<file path="src/sv/pip_pkg.sv">
// Shared constants, codes and controller/datapath handshake types for the polygon test.
package pip_pkg;

  localparam int MAX_VERTICES = 32;
  localparam int IDX_W        = $clog2(MAX_VERTICES);
  localparam int CNT_W        = 6;
  localparam int VIDX_W       = 5;
  localparam int LAT_W        = 15;
  localparam int LON_W        = 16;
  localparam int DLAT_W       = LAT_W + 1;
  localparam int DLON_W       = LON_W + 1;
  localparam int NUM_W        = DLAT_W + DLON_W;
  localparam int QUO_W        = DLAT_W;
  localparam int REM_W        = DLON_W;
  localparam int STEP_W       = $clog2(QUO_W);
  localparam int CMPW         = LAT_W + 3;

  typedef enum logic {
    CMD_WRITE = 1'b0,
    CMD_TEST  = 1'b1
  } pip_op_e;

  typedef struct packed {
    logic             wr;
    logic             load_pt;
    logic             load_j;
    logic             load_i;
    logic             mul;
    logic             prep;
    logic             div_step;
    logic             cmp;
    logic             shift;
    logic             publish;
    logic [IDX_W-1:0] raddr;
  } pip_cmd_t;

  typedef struct packed {
    logic straddle;
  } pip_sts_t;

endpackage

</file>
<file path="src/sv/pip_ram.sv">
// Generic single-port-write, single-port-read RAM with registered read data.
module pip_ram #(
  parameter int WIDTH = 8,
  parameter int DEPTH = 32
) (
  input  logic                     clk_i,
  input  logic                     we_i,
  input  logic [$clog2(DEPTH)-1:0] waddr_i,
  input  logic [WIDTH-1:0]         wdata_i,
  input  logic [$clog2(DEPTH)-1:0] raddr_i,
  output logic [WIDTH-1:0]         rdata_o
);

  logic [WIDTH-1:0] mem_q [DEPTH];
  logic [WIDTH-1:0] rdata_q;

  always_ff @(posedge clk_i) begin
    if (we_i) begin
      mem_q[waddr_i] <= wdata_i;
    end
    rdata_q <= mem_q[raddr_i];
  end

  assign rdata_o = rdata_q;

endmodule

</file>
<file path="src/sv/pip_dp.sv">
// Datapath: vertex table, edge registers, multiplier, serial divider and crossing parity.
module pip_dp import pip_pkg::*; (
  input  logic                    clk_i,
  input  pip_cmd_t                cmd_i,
  output pip_sts_t                sts_o,
  input  logic [VIDX_W-1:0]       vertex_index_i,
  input  logic signed [LAT_W-1:0] point_lat_i,
  input  logic signed [LON_W-1:0] point_lon_i,
  output logic                    inside_res_o
);

  logic signed [LAT_W-1:0]  pt_lat_q, lat_i_q, lat_j_q;
  logic signed [LON_W-1:0]  pt_lon_q, lon_i_q, lon_j_q;
  logic signed [LAT_W-1:0]  rd_lat;
  logic signed [LON_W-1:0]  rd_lon;
  logic [LAT_W+LON_W-1:0]   rdata;
  logic                     we;
  logic signed [DLAT_W-1:0] dlat;
  logic signed [DLON_W-1:0] dlon_pt;
  logic signed [DLON_W-1:0] den;
  logic signed [NUM_W-1:0]  prod;
  logic signed [NUM_W-1:0]  num_q;
  logic signed [DLON_W-1:0] den_q;
  logic [NUM_W-1:0]         num_mag;
  logic [DLON_W-1:0]        den_mag;
  logic [REM_W-1:0]         rem_q;
  logic [QUO_W-1:0]         quo_q;
  logic [REM_W-1:0]         dsr_q;
  logic                     neg_q;
  logic [REM_W:0]           trial;
  logic signed [CMPW-1:0]   q_ext;
  logic signed [CMPW-1:0]   q_signed;
  logic signed [CMPW-1:0]   edge_lat;
  logic                     below;
  logic                     odd_q;
  logic                     res_q;

  assign we = cmd_i.wr && (32'(vertex_index_i) < MAX_VERTICES);

  pip_ram #(
    .WIDTH (LAT_W + LON_W),
    .DEPTH (MAX_VERTICES)
  ) u_table (
    .clk_i   (clk_i),
    .we_i    (we),
    .waddr_i (IDX_W'(vertex_index_i)),
    .wdata_i ({point_lat_i, point_lon_i}),
    .raddr_i (cmd_i.raddr),
    .rdata_o (rdata)
  );

  assign rd_lat = rdata[LAT_W+LON_W-1:LON_W];
  assign rd_lon = rdata[LON_W-1:0];

  assign sts_o.straddle = (lon_i_q > pt_lon_q) != (lon_j_q > pt_lon_q);

  assign dlat    = DLAT_W'(lat_j_q) - DLAT_W'(lat_i_q);
  assign dlon_pt = DLON_W'(pt_lon_q) - DLON_W'(lon_i_q);
  assign den     = DLON_W'(lon_j_q) - DLON_W'(lon_i_q);
  assign prod    = dlat * dlon_pt;

  assign num_mag = num_q[NUM_W-1] ? NUM_W'(-num_q) : NUM_W'(num_q);
  assign den_mag = den_q[DLON_W-1] ? DLON_W'(-den_q) : DLON_W'(den_q);

  assign trial = {rem_q, quo_q[QUO_W-1]} - {1'b0, dsr_q};

  assign q_ext    = {{(CMPW-QUO_W){1'b0}}, quo_q};
  assign q_signed = neg_q ? -q_ext : q_ext;
  assign edge_lat = q_signed + CMPW'(lat_i_q);
  assign below    = CMPW'(pt_lat_q) < edge_lat;

  always_ff @(posedge clk_i) begin
    if (cmd_i.load_pt) begin
      pt_lat_q <= point_lat_i;
      pt_lon_q <= point_lon_i;
      odd_q    <= 1'b0;
    end
    if (cmd_i.load_j) begin
      lat_j_q <= rd_lat;
      lon_j_q <= rd_lon;
    end
    if (cmd_i.load_i) begin
      lat_i_q <= rd_lat;
      lon_i_q <= rd_lon;
    end
    if (cmd_i.mul) begin
      num_q <= prod;
      den_q <= den;
    end
    if (cmd_i.prep) begin
      rem_q <= num_mag[NUM_W-1:QUO_W];
      quo_q <= num_mag[QUO_W-1:0];
      dsr_q <= den_mag;
      neg_q <= num_q[NUM_W-1] ^ den_q[DLON_W-1];
    end
    if (cmd_i.div_step) begin
      if (!trial[REM_W]) begin
        rem_q <= trial[REM_W-1:0];
        quo_q <= {quo_q[QUO_W-2:0], 1'b1};
      end else begin
        rem_q <= {rem_q[REM_W-2:0], quo_q[QUO_W-1]};
        quo_q <= {quo_q[QUO_W-2:0], 1'b0};
      end
    end
    if (cmd_i.cmp && below) begin
      odd_q <= ~odd_q;
    end
    if (cmd_i.shift) begin
      lat_j_q <= lat_i_q;
      lon_j_q <= lon_i_q;
    end
    if (cmd_i.publish) begin
      res_q <= odd_q;
    end
  end

  assign inside_res_o = res_q;

endmodule

</file>
<file path="config.mk">
export PLATFORM = sky130hd
export DESIGN_NAME = pip_dp
export DESIGN_NICKNAME = d
export VERILOG_FILES = /design/src/sv/pip_pkg.sv /design/src/sv/pip_ram.sv /design/src/sv/pip_dp.sv
export SDC_FILE = /design/constraint.sdc
export NUM_CORES = 2
export LEC_CHECK = 0
export ABC_CLOCK_PERIOD_IN_PS = 7900
export BUFFER_PORTS_ARGS = -buffer_cell sky130_fd_sc_hd__buf_4
export CORE_MARGIN = 2
export CORE_UTILIZATION = 50
export CTS_CLUSTER_SIZE = 10
export DETAILED_ROUTE_END_ITERATION = 16
export PLACE_DENSITY = 0.75
export SYNTH_ARGS = -nofsm -noshare
export SYNTH_HDL_FRONTEND = slang
export SYNTH_SLANG_ARGS = --single-unit
</file>
<file path="constraint.sdc">
create_clock -name clk_i -period 7.9 [get_ports clk_i]
set_clock_uncertainty 0.1 [all_clocks]
set_input_delay 1.185 -clock clk_i [delete_from_list [all_inputs] [get_ports clk_i]]
set_output_delay 1.185 -clock clk_i [all_outputs]
set_load 0.02 [all_outputs]
</file>
==> metrics.csv <==
metric,value,unit
CTS tree,yes,
Yosys warnings,0,
most frequent cells in the layout,"1188 x edfxtp_1, 401 x inv_1, 310 x mux4_2",
crit path kind,reg2reg,
RSZ-0062 raised after global routing,yes,
HPWL Detailed,93100,µm
"Seq/Total Area, Yosys",0.594,
"commonest non-fill, non-tap cell in the layout",edfxtp_1,
Yosys top cell area share,0.584,
Total Wirelength,154000,µm
final setup violation count,0,
async set or reset register ratio after synthesis,0,
Clock Pin Slew Worst Setup and Hold Paths,0.06,ns
clk buf depth,3,
first-iteration detailed-routing DRC count,3653,
post-synth cell types,69,
Die X,354,µm
Layout area overhead,14.3,%
CP endpoint,num_q[32],
total track usage,0.247,
total gr overflow,0,
Routability Congestion,0.928,
CTS buffer count,142,
Die ar.,125000,µm²
worst skew pair latency,0.80,ns
ys flop type,edfxtp_1,
Mapped Avg Cell Area,16.2,µm²
pin count of the biggest net entering global routing,115,
crit path max fanout,6,
Ports,54,
vias,34600,
CP arrival,8.16,ns
DP Worst Slack,-0.340,ns
Starting Density,0.503,
"Hold-fix buffers, CTS",0,
Routed Antenna Nets,0,
vias in the first global route,35700,
antenna violations before repair,14,
Critical Path Source,lat_i_q[1],
Post-synth EDFFs,1188,
"Req. time, crit path",8.34,ns
Core Area,122000,µm²
final routed DRC violation total,0,
Final Max Tran Viols,0,
min Tclk post-route,7.72,ns
crit start category,register,
cell taking the most area after synthesis,edfxtp_1,
Synth Net Count,4318,
Hold WS,0.325,ns
Worst setup EP type,register,
worst slew pin tran,1.05,ns
top area cells in the synthesized netlist,"edfxtp_1 58%, mux4_2 11%, fa_1 9.2%, ha_1 4.2%, inv_1 2.5%",
max-cap violations,0,
input/output buffers,53,
outcome,finished clean,
TNS Setup,0,ns
fill count,8927,
First-pass DRT Iterations,5,
Clock Sinks,1219,
Placed Area,64900,µm²
Post-Synthesis Cells,3782,
final hold violation count,0,
Slew Limit Headroom,0.292,
multi-input logic area,23700,µm²
Sequential Area,36300,µm²
layout cells sized above 1,0.235,
first-pass GRT wire length,228000,µm
Avg WL per Cell,26.7,µm
Die Y,354,µm
Nets,4616,
Worst Reg-to-Reg Cells,26,
DR vias/cell,6.00,
num rows,128,
post-route clock period utilization,0.977,
FMAX,130,MHz
reg2reg setup slack,0.18,ns
Final Cell Area,69800,µm²
"Cell Area, Synth",61100,µm²
"flops & latches, synth",1219,
setup ws final,0.182,ns
clock tree root driver cell,clkbuf_16,
Worst R2R End,num_q[32],
Hold Path Class,reg2reg,
CTS HTree Levels,4,
Worst R2R Start,lat_i_q[1],
[routing by layer]
metal,wire [µm],part of all wire,global-route usage
met5,57,0.00037,0
met2,76700,0.50,0.416
met1,58100,0.38,0.320
met3,12700,0.082,0.0439
met4,6610,0.043,0.101
[final cells by class]
| class | instances | area share |
|---|---|---|
| flip-flops and latches | 1219 | 0.520 |
| multi-input cells | 2036 | 0.339 |
| clock buffers | 185 | 0.0539 |
| repair buffers | 276 | 0.0323 |
| well taps | 1625 | 0.0291 |
| inverters | 405 | 0.0218 |
| clock inverters | 18 | 0.00432 |
| diodes | 3 | 0.000107 |
[worst min-delay path by stage]
stage	startpoint	endpoint	slack, ns	cells after the start
2_1_floorplan	u_table.rdata_o[16]	lat_i_q[0]	0.30	0
3_3_place_gp	u_table.rdata_o[18]	lat_i_q[2]	0.31	0
3_5_place_dp	u_table.rdata_o[5]	lon_i_q[5]	0.31	0
4_1_cts	u_table.rdata_o[13]	lon_i_q[13]	0.33	0
5_1_grt	u_table.rdata_o[7]	lon_i_q[7]	0.33	0
6_report	u_table.rdata_o[13]	lon_i_q[13]	0.33	0
[cell families after synthesis]
group	synth area share
fa+ha+maj	0.134
xor+xnor	0.0235
compound gates	0.0374
mux	0.128
flops	0.594
buf+inv	0.0324
simple gates	0.0507
[flip-flops by register name, summed over array words and instances, names as in the netlist]
register	flops
rem_q	17
u_table.mem_q	992
u_table.rdata_o	31
num_q	33
lat_j_q	15
den_q	17
dsr_q	17
pt_lon_q	16
neg_q	1
pt_lat_q	15
lon_j_q	16
inside_res_o	1
lon_i_q	16
quo_q	16
odd_q	1
lat_i_q	15
[what timing repair did]
action                     CTS  global route
setup buffers                4            29
setup endpoints to repair    8            14
gates cloned                 0             1
resized for setup           25           100
pin swaps                    6            65
[critical path: stages, from the launching register on]
cell,delay (ns)
edfxtp_1,0.38
buf_4,0.16
inv_1,0.10
ha_1,0.23
nor2b_1,0.13
o21a_1,0.18
or2_2,0.30
xnor2_1,0.57
buf_4,0.29
nor2_1,0.08
fa_1,0.47
inv_1,0.05
fa_1,0.46
fa_1,0.45
fa_1,0.47
fa_1,0.56
inv_2,0.04
fa_1,0.54
ha_4,0.22
a211o_1,0.33
a21oi_2,0.19
o21a_1,0.15
o311a_4,0.21
a31oi_4,0.10
a221o_1,0.36
a2111oi_2,0.30
nor3_1,0.09
[synth_stat cells, types with 4 or more instances]
master	n
buf_1	32
mux2i_1	15
a2111oi_0	5
a31oi_1	15
ha_1	203
or3_1	30
nor2_1	206
mux4_2	310
nand2_1	173
nand4_1	8
o21ai_0	91
and3_1	7
nor4_1	4
or4_1	4
nand3b_1	6
o41ai_1	12
a211o_1	4
a21boi_0	7
a21o_1	23
inv_1	405
edfxtp_1	1188
or3b_2	7
and2_1	13
o31ai_1	24
fa_1	281
mux2_2	62
or2_2	18
o211ai_1	6
and4_1	5
clkbuf_1	88
o21bai_1	6
o21a_1	23
xor2_1	51
o31a_1	5
nor3_1	51
dfxtp_1	31
o22ai_1	4
a211oi_1	12
nand2b_1	36
nor2b_1	28
nand3_1	37
a31o_2	5
a21oi_1	80
xnor2_1	113
nor3b_1	10
[stage by stage]
stage                     instances  utilization
after floorplan                3782            -
after global placement         5527        0.534
after detailed placement       5527        0.534
after CTS                      5734        0.569
after global routing           5766        0.575
final                          5767        0.575
Power is not shown: default switching activity piles up to over one toggle a cycle in this logic, so the estimate is an artifact.
